[config.mk]
export PLATFORM = sky130hd
export DESIGN_NAME = mpm_front
export DESIGN_NICKNAME = d
export VERILOG_FILES = /design/src/design/mpm_pkg.sv /design/src/design/mpm_front.sv
export SDC_FILE = /design/constraint.sdc
export NUM_CORES = 1
export LEC_CHECK = 0
export ABC_AREA = 1
export BUFFER_PORTS_ARGS = -buffer_cell sky130_fd_sc_hd__buf_4
export CAP_MARGIN = 25
export CELL_PAD_IN_SITES_DETAIL_PLACEMENT = 0
export CELL_PAD_IN_SITES_GLOBAL_PLACEMENT = 2
export CORE_MARGIN = 8
export CORE_UTILIZATION = 30
export CTS_BUF_LIST = sky130_fd_sc_hd__clkbuf_16
export DETAILED_ROUTE_END_ITERATION = 7
export PLACE_DENSITY = 0.69
export SLEW_MARGIN = 40
export SYNTH_ARGS = -nofsm -noshare
export SYNTH_HDL_FRONTEND = slang
export SYNTH_SLANG_ARGS = --single-unit
export TNS_END_PERCENT = 1
[constraint.sdc]
create_clock -name clock -period 1.36 [get_ports clock]
set_input_delay 0.272 -clock clock [delete_from_list [all_inputs] [get_ports clock]]
set_output_delay 0.272 -clock clock [all_outputs]
set_load 0.05 [all_outputs]
[src/design/mpm_pkg.sv]
`default_nettype none
package mpm_pkg;

   localparam int MAX_NODES_DEF   = 1024;
   localparam int ALPHABET        = 64;
   localparam int MAX_PATTERN_LEN = 32;
   localparam int MAX_PATTERNS    = 256;
   localparam int RESULT_CAP      = 32;

   localparam int OP_W    = 2;
   localparam int SYM_W   = 6;
   localparam int KIND_W  = 2;
   localparam int POS_W   = 32;
   localparam int NUM_W   = 9;
   localparam int DEPTH_W = 6;
   localparam int PAT_W   = 8;
   localparam int CNT_W   = 6;

   localparam logic [OP_W-1:0] OP_PAT_SYM = 2'd0;
   localparam logic [OP_W-1:0] OP_PAT_END = 2'd1;
   localparam logic [OP_W-1:0] OP_TEXT    = 2'd2;

   localparam logic [KIND_W-1:0] KIND_MATCH    = 2'd0;
   localparam logic [KIND_W-1:0] KIND_ACCEPTED = 2'd1;
   localparam logic [KIND_W-1:0] KIND_REJECTED = 2'd2;

   typedef struct packed {
      logic [OP_W-1:0]  opcode;
      logic [SYM_W-1:0] symbol;
   } req_type;

   typedef struct packed {
      logic [KIND_W-1:0] kind;
      logic [POS_W-1:0]  start_position;
      logic [NUM_W-1:0]  pattern_number;
      logic              last;
   } rsp_type;

   typedef enum logic [1:0] {
      IK_PAT_SYM,
      IK_PAT_END,
      IK_TEXT
   } item_kind_type;

   typedef struct packed {
      logic             valid;
      item_kind_type    kind;
      logic [SYM_W-1:0] symbol;
   } qent_type;

   typedef enum logic [3:0] {
      ST_CLEAR,
      ST_IDLE,
      ST_PS_CHK,
      ST_END,
      ST_RB_INFO,
      ST_RB_CHK,
      ST_RB_FP,
      ST_RB_CCHK,
      ST_GO_RD,
      ST_GO_CHK,
      ST_GO_FL,
      ST_WK_RD,
      ST_WK_CHK,
      ST_WK_LAST
   } eng_state_type;

endpackage
`default_nettype wire

[src/design/mpm_front.sv]
`default_nettype none
module mpm_front (
   input  wire logic             clock,
   input  wire logic             reset,
   input  wire logic             req_valid,
   output logic                  req_ready,
   input  wire mpm_pkg::req_type req_item,
   input  wire logic             hold,
   input  wire logic             pop,
   output mpm_pkg::qent_type     head
);

   typedef struct packed {
      mpm_pkg::item_kind_type          kind;
      logic [mpm_pkg::SYM_W-1:0]       symbol;
   } slot_type;

   slot_type    slot_ff [2];
   logic        wr_ptr_ff, rd_ptr_ff;
   logic [1:0]  count_ff;
   logic        accept, keep;
   slot_type    slot_in;

   assign req_ready = !hold && (count_ff != 2'd2);
   assign accept    = req_valid && req_ready;

   always_comb begin
      keep        = 1'b1;
      slot_in.kind   = mpm_pkg::IK_TEXT;
      slot_in.symbol = req_item.symbol;
      case (req_item.opcode)
         mpm_pkg::OP_PAT_SYM: slot_in.kind = mpm_pkg::IK_PAT_SYM;
         mpm_pkg::OP_PAT_END: slot_in.kind = mpm_pkg::IK_PAT_END;
         mpm_pkg::OP_TEXT:    slot_in.kind = mpm_pkg::IK_TEXT;
         default:             keep = 1'b0;
      endcase
   end

   always_ff @(posedge clock) begin
      if (reset) begin
         wr_ptr_ff <= 1'b0;
         rd_ptr_ff <= 1'b0;
         count_ff  <= 2'd0;
      end else begin
         if (accept && keep) begin
            slot_ff[wr_ptr_ff] <= slot_in;
            wr_ptr_ff <= !wr_ptr_ff;
         end
         if (pop) begin
            rd_ptr_ff <= !rd_ptr_ff;
         end
         count_ff <= count_ff + 2'((accept && keep) ? 1 : 0) - 2'(pop ? 1 : 0);
      end
   end

   always_comb begin
      head.valid  = (count_ff != 2'd0);
      head.kind   = slot_ff[rd_ptr_ff].kind;
      head.symbol = slot_ff[rd_ptr_ff].symbol;
   end

endmodule
`default_nettype wire

==> impl_metrics.tcl, run 1 <==
set metrics [dict create \
    critPathSlowestCell "dfxtp_2" \
    grt_pass1_wl_microns 2720 \
    postLayoutSetupSlackWorst_ns -0.0916 \
    post_dp_cell_area_sq_um 1210 \
    synth-seq-cells 21 \
    slowest_delay_ns 0.34 \
    dr.pass1.iters 2 \
    grt_max_degree 14 \
    period_share_pct 107 \
    drv_cap 0 \
    area_delta_synth_final_pct 53.8 \
    grt_pass1_vias 624 \
    dp_hpwl_microns 1310 \
    syn-num-nets 82 \
    die-area_sq_um 4960 \
    num_vias 584 \
    met1_length_microns 690 \
    status "finished with violations" \
    ys_seq_area_share_pct 65.4 \
    power_mw 1.77 \
    chipWidth_microns 70.4 \
    clk_latency_ns 0.25 \
    drtIter0Drc 8 \
    ir_drop_mv 0.670 \
    cts_tree "done" \
    min_from "req_item[2]" \
    hold_buffers 0 \
    layout.cells.non_filler 136 \
    final_max_slew_viol_count 0 \
    drive_gt1_share_pct 60.0 \
    hold_violations 0 \
    core-area_sq_um 2780 \
    start_kind "flop" \
    grt_usage_pct 6.77 \
    start_util_pct 31.9 \
    wl_per_cell_microns 12.0 \
    tns_ns -1.17 \
    ant_nets 0 \
    cellLeakagePower_nw 0.597 \
    numCtsBuffers 3 \
    design_area_sq_um 1370 \
    grt_overflow 0 \
    clockRootBuffer "clkbuf_16" \
    crit_fanout 8 \
    final-setup-viol-count 18 \
    ys_warn_count 0 \
    crit_type "reg -> out" \
    r2r_start "count_ff[0]$_SDFF_PP0_" \
    placementRows 19 \
    wl_met2_microns 758 \
    critPathRequiredTime_ns 1.09 \
    skew_ns 0.00379 \
    cts_buffer_depth 2 \
    syn_area_per_cell_sq_um 13.3 \
    hold_class "in -> reg" \
    clk_pin_slew_ns 0.06 \
    synth_top_area_share_pct 54.1 \
    nFillCells 257 \
    cp_data_arrival_time_ns 1.18 \
    period_minus_slack_ns 1.45 \
    maxSlewHeadroom_pct 87.6 \
    grt_antenna_before_repair 0 \
    crit_path_cell_trace "buf_12 > mux2_4 > buf_6" \
    synth_cell_type_count 16 \
    cp_top_family "flip-flops" \
    critPathBufInv 2 \
    diodes 0 \
    top_layer_used "met4" \
    p_per_area_nw_per_um2 1290 \
    fin_nets 121 \
    endpoint_kind "output pin" \
    top_level_ports 23 \
    cts-htree-levels 1 \
    yosys-top-cells-area "edfxtp_1 (54%), mux2_4 (14%), dfxtp_1 (11%), nand2_1 (4.6%), inv_1 (3.8%)" \
    gp_congestion 0.743 \
    fp.dieH_microns 70.4 \
    fmax_mhz 689 \
    viasPerCell 4.29 \
    synth.cell_area_sq_um 888 \
    drc 0 \
    wl_met3_microns 126 \
    violations "setup timing" \
    worst_pin_slew_ns 0.185 \
    yosys.area.top_type "edfxtp_1" \
    rsz0062_at_grt "true" \
    drt_wl_total_microns 1640 \
    synthCells 67 \
    io_buffers 22 \
    dp_cells 130 \
    clkSinkCount 21 \
]
[cell usage in the layout (no fill, tap or decap)]
cell type,count
clkinvlp_4,1
xnor2_1,1
nor2_2,1
nand2_2,3
clkbuf_16,3
edfxtp_1,16
inv_2,4
buf_12,1
o21bai_1,1
dfxtp_1,3
buf_4,25
dfxtp_2,2
nand3_2,1
buf_6,10
inv_1,6
nor2_1,6
ha_4,2
mux2_4,8
a21oi_2,1
nand2_1,8
a21oi_4,1
nand3_1,1
[area by class of cell]
| type | instances | area (sq um) | share of cell area (%) |
|---|---|---|---|
| multi-input cells | 34 | 304 | 22.3 |
| flip-flops and latches | 21 | 583 | 42.7 |
| inverters | 10 | 37.5 | 2.75 |
| clock inverters | 1 | 7.51 | 0.549 |
| well taps | 31 | 38.8 | 2.84 |
| repair buffers | 36 | 320 | 23.4 |
| clock buffers | 3 | 75.1 | 5.49 |
[synthesized netlist by cell type, drive strengths merged]
master / number
edfxtp: 16
nand2: 11
inv: 10
mux2: 8
nor2: 7
dfxtp: 5
a21oi: 2
ha: 2
nand3: 2
buf: 1
clkbuf: 1
o21bai: 1
xnor2: 1
[where the power goes]
part	internal (mW)	switching (mW)
logic	0.197	0.220
clock network	0.397	0.218
registers	0.720	0.0147
total	1.31	0.453
[layer usage]
metal	GRT usage [%]	vias up
met5	0	-
met4	4.69	0
met3	2.54	6
met2	10.9	18
met1	7.15	264
li1	-	296
[state kept, by name, summed over array words and instances (netlist names), named ones only]
register,cells
slot_ff,16
count_ff,2
wr_ptr_ff,1
rd_ptr_ff,1
[kinds of logic after synthesis]
family,Yosys count,share of synthesized area (%)
buf+inv,12,5.91
fa+ha+maj,2,2.82
mux,8,13.5
compound gates,3,2.39
xor+xnor,1,0.986
simple gates,20,9.01
flops,21,65.4
[path summary, 6_finish.rpt]
check | end | slack [ns] | depth (start not counted)
min reg2reg | flop | 0.52 | 2
max | head[6] | -0.09 | 3
min | slot_ff[0][2]$_DFFE_PP_ | 0.20 | 1
max reg2reg | count_ff[1]$_SDFF_PP0_ | -0.09 | 10
[through the flow]
stage / util [%] / setup slack, ns / hold WS, ns
3_3_place_gp: 43.4 / -0.158 / 0.459
4_1_cts: 47.9 / -0.103 / 0.201
2_1_floorplan: - / -0.348 / 0.336
5_1_grt: 49.1 / -0.184 / 0.197
3_5_place_dp: 43.4 / -0.164 / 0.462
6_report: 49.1 / -0.0916 / 0.204
[repair_timing]
item,in CTS,in global routing
gates cloned,0,0
setup buffers,1,1
hold endpoints to repair,0,0
gates resized for setup,10,8
endpoints found under the setup margin,11,20
pin swaps,4,3
Power figures use the tool's default switching activity.
==> run 2: changes to the inputs <==
--- a/config.mk
+++ b/config.mk
@@ -6,15 +6,15 @@
 export NUM_CORES = 1
 export LEC_CHECK = 0
 export ABC_AREA = 1
-export BUFFER_PORTS_ARGS = -buffer_cell sky130_fd_sc_hd__buf_4
 export CAP_MARGIN = 25
 export CELL_PAD_IN_SITES_DETAIL_PLACEMENT = 0
 export CELL_PAD_IN_SITES_GLOBAL_PLACEMENT = 2
 export CORE_MARGIN = 8
-export CORE_UTILIZATION = 30
+export CORE_UTILIZATION = 35
 export CTS_BUF_LIST = sky130_fd_sc_hd__clkbuf_16
 export DETAILED_ROUTE_END_ITERATION = 7
-export PLACE_DENSITY = 0.69
+export DONT_BUFFER_PORTS = 1
+export PLACE_DENSITY = 0.67
 export SLEW_MARGIN = 40
 export SYNTH_ARGS = -nofsm -noshare
 export SYNTH_HDL_FRONTEND = slang
==> run 2 against run 1 <==
Net effect:
- the flow still finishes with violations (setup timing)
- register-to-register slack improved by 0.04 ns
- sequential power about the same
- utilization decreased by 2.0 points
- highest routed layer unchanged
==> impl_metrics.tcl, run 2 (synthesized netlist as in run 1, its figures left out) <==
set metrics [dict create \
    postLayoutSetupSlackWorst_ns -0.0471 \
    cts_tree "done" \
    drive_gt1_share_pct 47.6 \
    hold_buffers 0 \
    core-area_sq_um 2430 \
    endpoint_kind "flop" \
    clkSinkCount 21 \
    drtIter0Drc 7 \
    period_minus_slack_ns 1.41 \
    dr.pass1.iters 2 \
    crit_top_cell "inv_2" \
    wl_per_cell_microns 13.6 \
    skew_ns 0.00192 \
    ant_nets 0 \
    critPathRequiredTime_ns 1.50 \
    diodes 0 \
    crit_type "reg -> reg" \
    final-setup-viol-count 10 \
    design_area_sq_um 1150 \
    hold_violations 0 \
    holdPathStages 1 \
    grt_antenna_before_repair 0 \
    hold_class "in -> reg" \
    io_buffers 0 \
    clk_pin_slew_ns 0.05 \
    grt_max_degree 12 \
    clockRootBuffer "clkbuf_16" \
    fmax_mhz 711 \
    drv_cap 0 \
    cp_data_arrival_time_ns 1.55 \
    ir_drop_mv 0.704 \
    cellLeakagePower_nw 0.481 \
    drc 0 \
    largest_register_ffs 16 \
    cts-htree-levels 1 \
    layout_common_cells "edfxtp_1 (16), buf_4 (11), nand2_1 (8), inv_1 (8), mux2_4 (8)" \
    slowest_delay_ns 0.33 \
    grt_overflow 0 \
    top_level_ports 23 \
    fin_nets 98 \
    mostFrequentLayoutCell "edfxtp_1" \
    drt_wl_total_microns 1520 \
    worst_pin_slew_ns 0.185 \
    start_kind "flop" \
    placementRows 18 \
    cts_buffer_depth 2 \
    status "finished with violations" \
    dp_hpwl_microns 1190 \
    final_max_slew_viol_count 0 \
    crit_fanout 2 \
    grt_pass1_wl_microns 2500 \
    die-area_sq_um 4410 \
    gp_congestion 0.689 \
    clk_latency_ns 0.25 \
    postCtsSetupBuffers 0 \
    largestRegisters "slot_ff: 16 flops, count_ff: 2 flops" \
    fp.dieH_microns 66.4 \
    violations "setup timing" \
    worstRegToRegCells 10 \
    layout.cells.non_filler 112 \
    crit_path_cell_trace "inv_2 > a21oi_4 > nand2_2 > ha_4 > inv_2 > ha_4 > inv_2 > nand2_2 > a21oi_2 > nor2_1" \
    chipWidth_microns 66.4 \
    area_delta_synth_final_pct 29.2 \
    numCtsBuffers 3 \
    dp_cells 108 \
    post_dp_cell_area_sq_um 1030 \
    grt_usage_pct 8.01 \
    rsz0062_at_grt "true" \
    grt_pass1_vias 542 \
    start_util_pct 36.5 \
    top_register "slot_ff" \
    critPathSlowestCell "dfxtp_2" \
    maxSlewHeadroom_pct 87.6 \
    p_per_area_nw_per_um2 1440 \
    viasPerCell 4.54 \
    period_share_pct 103 \
    num_vias 508 \
]
==> run 2: path summary, 6_finish.rpt <==
path                                 end  slack (ns)              startpoint
setup / recovery  count_ff[1]$_SDFF_PP0_       -0.05  count_ff[0]$_SDFF_PP0_
hold / removal    count_ff[0]$_SDFF_PP0_        0.08                   reset
setup reg to reg  count_ff[1]$_SDFF_PP0_       -0.05  count_ff[0]$_SDFF_PP0_
hold reg to reg                     flop        0.52  rd_ptr_ff$_SDFFE_PP0P_
==> run 2: worst max-delay path: cells and delay by family, from the launching register on <==
kind,cells,cell delay (ns)
buffers and inverters,3,0.12
AOI/OAI and AO/OA,2,0.24
DFF,1,0.33
adders and majority gates,2,0.42
and+or+nand+nor,3,0.18
==> run 2: layer usage <==
layer,vias up,track usage [%],wire [microns]
met4,0,8.80,61
met2,17,12.3,727
li1,250,-,-
met5,-,0,0
met3,4,2.37,143
met1,237,8.11,586
==> run 2: layout make-up <==
| class | instances | area [sq um] |
|---|---|---|
| multi-input cells | 34 | 304 |
| clock inverters | 1 | 3.75 |
| flip-flops and latches | 21 | 584 |
| inverters | 10 | 37.5 |
| fillers | 229 | 1280 |
| well taps | 30 | 37.5 |
| repair buffers | 13 | 105 |
| clock buffers | 3 | 75.1 |
==> run 2: what timing repair did <==
action,in CTS,in global routing
setup endpoints to repair,16,19
pin swaps,4,1
gates resized for setup,8,2
==> run 2: report_power, final <==
group	switching, mW	internal [mW]	total (mW)
clock network	0.204	0.391	0.595
logic	0.193	0.130	0.324
registers	0.0149	0.721	0.736
==> run 2: stage by stage <==
stage	power (mW)	hold slack, ns	TNS [ns]	utilization, %	setup WS [ns]
after floorplan	0.975	0.336	-2.14	-	-0.348
after global placement	1.04	0.341	-0.228	42.5	-0.0876
after detailed placement	1.05	0.341	-0.309	42.5	-0.120
after CTS	1.67	0.0753	-0.291	46.8	-0.0364
after global routing	1.74	0.0728	-1.09	47.2	-0.122
final	1.66	0.0800	-0.116	47.2	-0.0471
==> run 3: changes to the inputs <==
--- a/config.mk
+++ b/config.mk
@@ -7,14 +7,14 @@
 export LEC_CHECK = 0
 export ABC_AREA = 1
 export CAP_MARGIN = 25
-export CELL_PAD_IN_SITES_DETAIL_PLACEMENT = 0
-export CELL_PAD_IN_SITES_GLOBAL_PLACEMENT = 2
+export CELL_PAD_IN_SITES_DETAIL_PLACEMENT = 1
+export CELL_PAD_IN_SITES_GLOBAL_PLACEMENT = 1
 export CORE_MARGIN = 8
-export CORE_UTILIZATION = 35
+export CORE_UTILIZATION = 42
 export CTS_BUF_LIST = sky130_fd_sc_hd__clkbuf_16
 export DETAILED_ROUTE_END_ITERATION = 7
 export DONT_BUFFER_PORTS = 1
-export PLACE_DENSITY = 0.67
+export PLACE_DENSITY = 0.66
 export SLEW_MARGIN = 40
 export SYNTH_ARGS = -nofsm -noshare
 export SYNTH_HDL_FRONTEND = slang
==> run 3 against run 2 <==
Net effect:
- final cell count decreased by 1.8%
- highest routed layer unchanged
- total power increased by 3.2%
- non-clock buffer count increased by 1
- clock power increased by 2%
- via count increased by 1.8%
- clock skew increased by 0.0014 ns
- setup slack got worse by 0.083 ns
- the run still ends with setup timing left
- cell area increased by 4.1%
- critical path depth increased by 1
- die area decreased by 13%
==> impl_metrics.tcl, run 3 (synthesized netlist as in run 1, its figures left out) <==
set metrics [dict create \
    status "finished with violations" \
    violations "setup timing" \
    final-setup-viol-count 26 \
    intPower_mw 1.27 \
    p_per_area_nw_per_um2 1430 \
    cp_data_arrival_time_ns 1.67 \
    period_minus_slack_ns 1.49 \
    diodes 0 \
    post_dp_cell_area_sq_um 1030 \
    clkSinkCount 21 \
    clkPwrFrac_pct 35.4 \
    clockRootBuffer "clkbuf_16" \
    rsz0062_at_grt "true" \
    numCtsBuffers 3 \
    cts_tree "done" \
    power_mw 1.71 \
    chipWidth_microns 62.0 \
    switchingPower_mw 0.439 \
    nFillCells 186 \
    largestRegisters "slot_ff: 16 flops, count_ff: 2 flops" \
    tns_ns -1.34 \
    skew_ns 0.00327 \
    timing.rr.end "count_ff[1]$_SDFF_PP0_" \
    start_util_pct 44.8 \
    crit_start "count_ff[0]$_SDFF_PP0_" \
    grt_overflow 0 \
    critPathRequiredTime_ns 1.54 \
    grt_max_degree 13 \
    fmax_mhz 671 \
    core-area_sq_um 1980 \
    grt_antenna_before_repair 0 \
    cts-htree-levels 1 \
    cp_top_family "adder cells" \
    placementRows 16 \
    crit_path_cell_trace "inv_2 > a21oi_4 > nand2_2 > ha_4 > inv_2 > ha_4 > inv_2 > nand2_4 > nand3_2 > nand2_2 > nor2_2" \
    fp.dieH_microns 62.0 \
    drv_cap 0 \
    hold_ws_ns 0.0778 \
    path_depth 11 \
    worstRegToRegCells 11 \
    ir_drop_mv 0.938 \
    die-area_sq_um 3840 \
    cellLeakagePower_nw 0.489 \
    dr.pass1.iters 2 \
    period_share_pct 110 \
    drtIter0Drc 8 \
    maxSlewHeadroom_pct 88.5 \
    grt_pass1_wl_microns 2670 \
    layout_common_cells "edfxtp_1 (16), buf_4 (10), mux2_4 (8), nand2_1 (7), inv_1 (6)" \
    grt_usage_pct 9.60 \
    drc 0 \
    r2r_start "count_ff[0]$_SDFF_PP0_" \
    crit_type "reg -> reg" \
    hold_class "in -> reg" \
    dp_hpwl_microns 1250 \
    crit_top_cell "inv_2" \
    hold_end "count_ff[0]$_SDFF_PP0_" \
    critPathSlowestCell "dfxtp_2" \
    ant_nets 0 \
    design_area_sq_um 1190 \
    dp_cells 102 \
    num_vias 517 \
    final_max_slew_viol_count 0 \
    start_kind "flop" \
    top_register "slot_ff" \
    critPathBufInv 3 \
    endpoint_kind "flop" \
    fin_nets 99 \
    drive_gt1_share_pct 51.8 \
    slowest_delay_ns 0.33 \
    fin_util_pct 60.3 \
    gp_congestion 0.744 \
    swShare_pct 25.7 \
    pre_cts_slack_ns -0.138 \
    io_buffers 0 \
    viasPerCell 4.70 \
    top_level_ports 23 \
    hold_violations 0 \
    worst_pin_slew_ns 0.172 \
    area_delta_synth_final_pct 34.5 \
    layout.cells.non_filler 110 \
    crit_fanout 2 \
    rrSetupSlack_ns -0.13 \
    mostFrequentLayoutCell "edfxtp_1" \
    grt_pass1_vias 563 \
    drt_wl_total_microns 1740 \
    postLayoutSetupSlackWorst_ns -0.130 \
    clk_pin_slew_ns 0.06 \
    clk_latency_ns 0.25 \
    seqPwrFrac_pct 43.0 \
    cts_buffer_depth 2 \
    min_from "reset" \
    largest_register_ffs 16 \
    wl_per_cell_microns 15.8 \
    holdPathStages 1 \
    pwr-share-comb_pct 21.6 \
]
## run 3: cell types whose count changed in the layout (fill, tap and decap cells not counted), sizes merged
cell and delta:
clkinv +1, buf +1, inv -1
## run 3: layout make-up
class / instances / area, sq um / share of cell area (%)
Timing Repair Buffer: 14 / 141 / 11.8
Sequential cell: 21 / 583 / 48.8
Tap cell: 27 / 33.8 / 2.83
Clock buffer: 3 / 75.1 / 6.28
Inverter: 10 / 37.5 / 3.14
Multi-Input combinational cell: 34 / 319 / 26.7
Clock inverter: 1 / 5.00 / 0.419
## run 3: power by group through the flow
stage               clock (mW)  sequential [mW]  combinational (mW)
finish                   0.606            0.735               0.369
global placement             0            0.746               0.297
floorplan                    0            0.746               0.229
detailed placement           0            0.747               0.305
global route             0.644            0.737               0.394
CTS                      0.614            0.735               0.351
## run 3: worst max-delay path by stage
stage | endpoint | slack (ns)
global placement | count_ff[1]$_SDFF_PP0_ | -0.06
finish | count_ff[1]$_SDFF_PP0_ | -0.13
floorplan | count_ff[1]$_SDFF_PP0_ | -0.35
CTS | count_ff[1]$_SDFF_PP0_ | -0.09
detailed placement | count_ff[1]$_SDFF_PP0_ | -0.14
global route | count_ff[1]$_SDFF_PP0_ | -0.21
## run 3: repair_timing
action,CTS,global route
gates cloned,0,0
setup buffers,3,1
endpoints found under the setup margin,18,27
hold buffers,0,0
gates resized for setup,9,6
pin swaps,6,5
## run 3: worst reg2reg max path: stages, from the launching register on
cell     delay, ns
dfxtp_2       0.33
inv_2         0.05
a21oi_4       0.16
nand2_2       0.11
ha_4          0.27
inv_2         0.04
ha_4          0.15
inv_2         0.06
nand2_4       0.05
nand3_2       0.06
nand2_2       0.06
nor2_2        0.10
## run 3: routing by layer
layer,GRT usage (%),vias to the layer above,share of wire [%],wire length [microns]
li1,-,252,-,-
met3,4.73,2,8.9,155
met5,0,-,0,0
met2,15.0,16,50,862
met1,11.6,247,41,714
met4,1.95,0,0.52,9
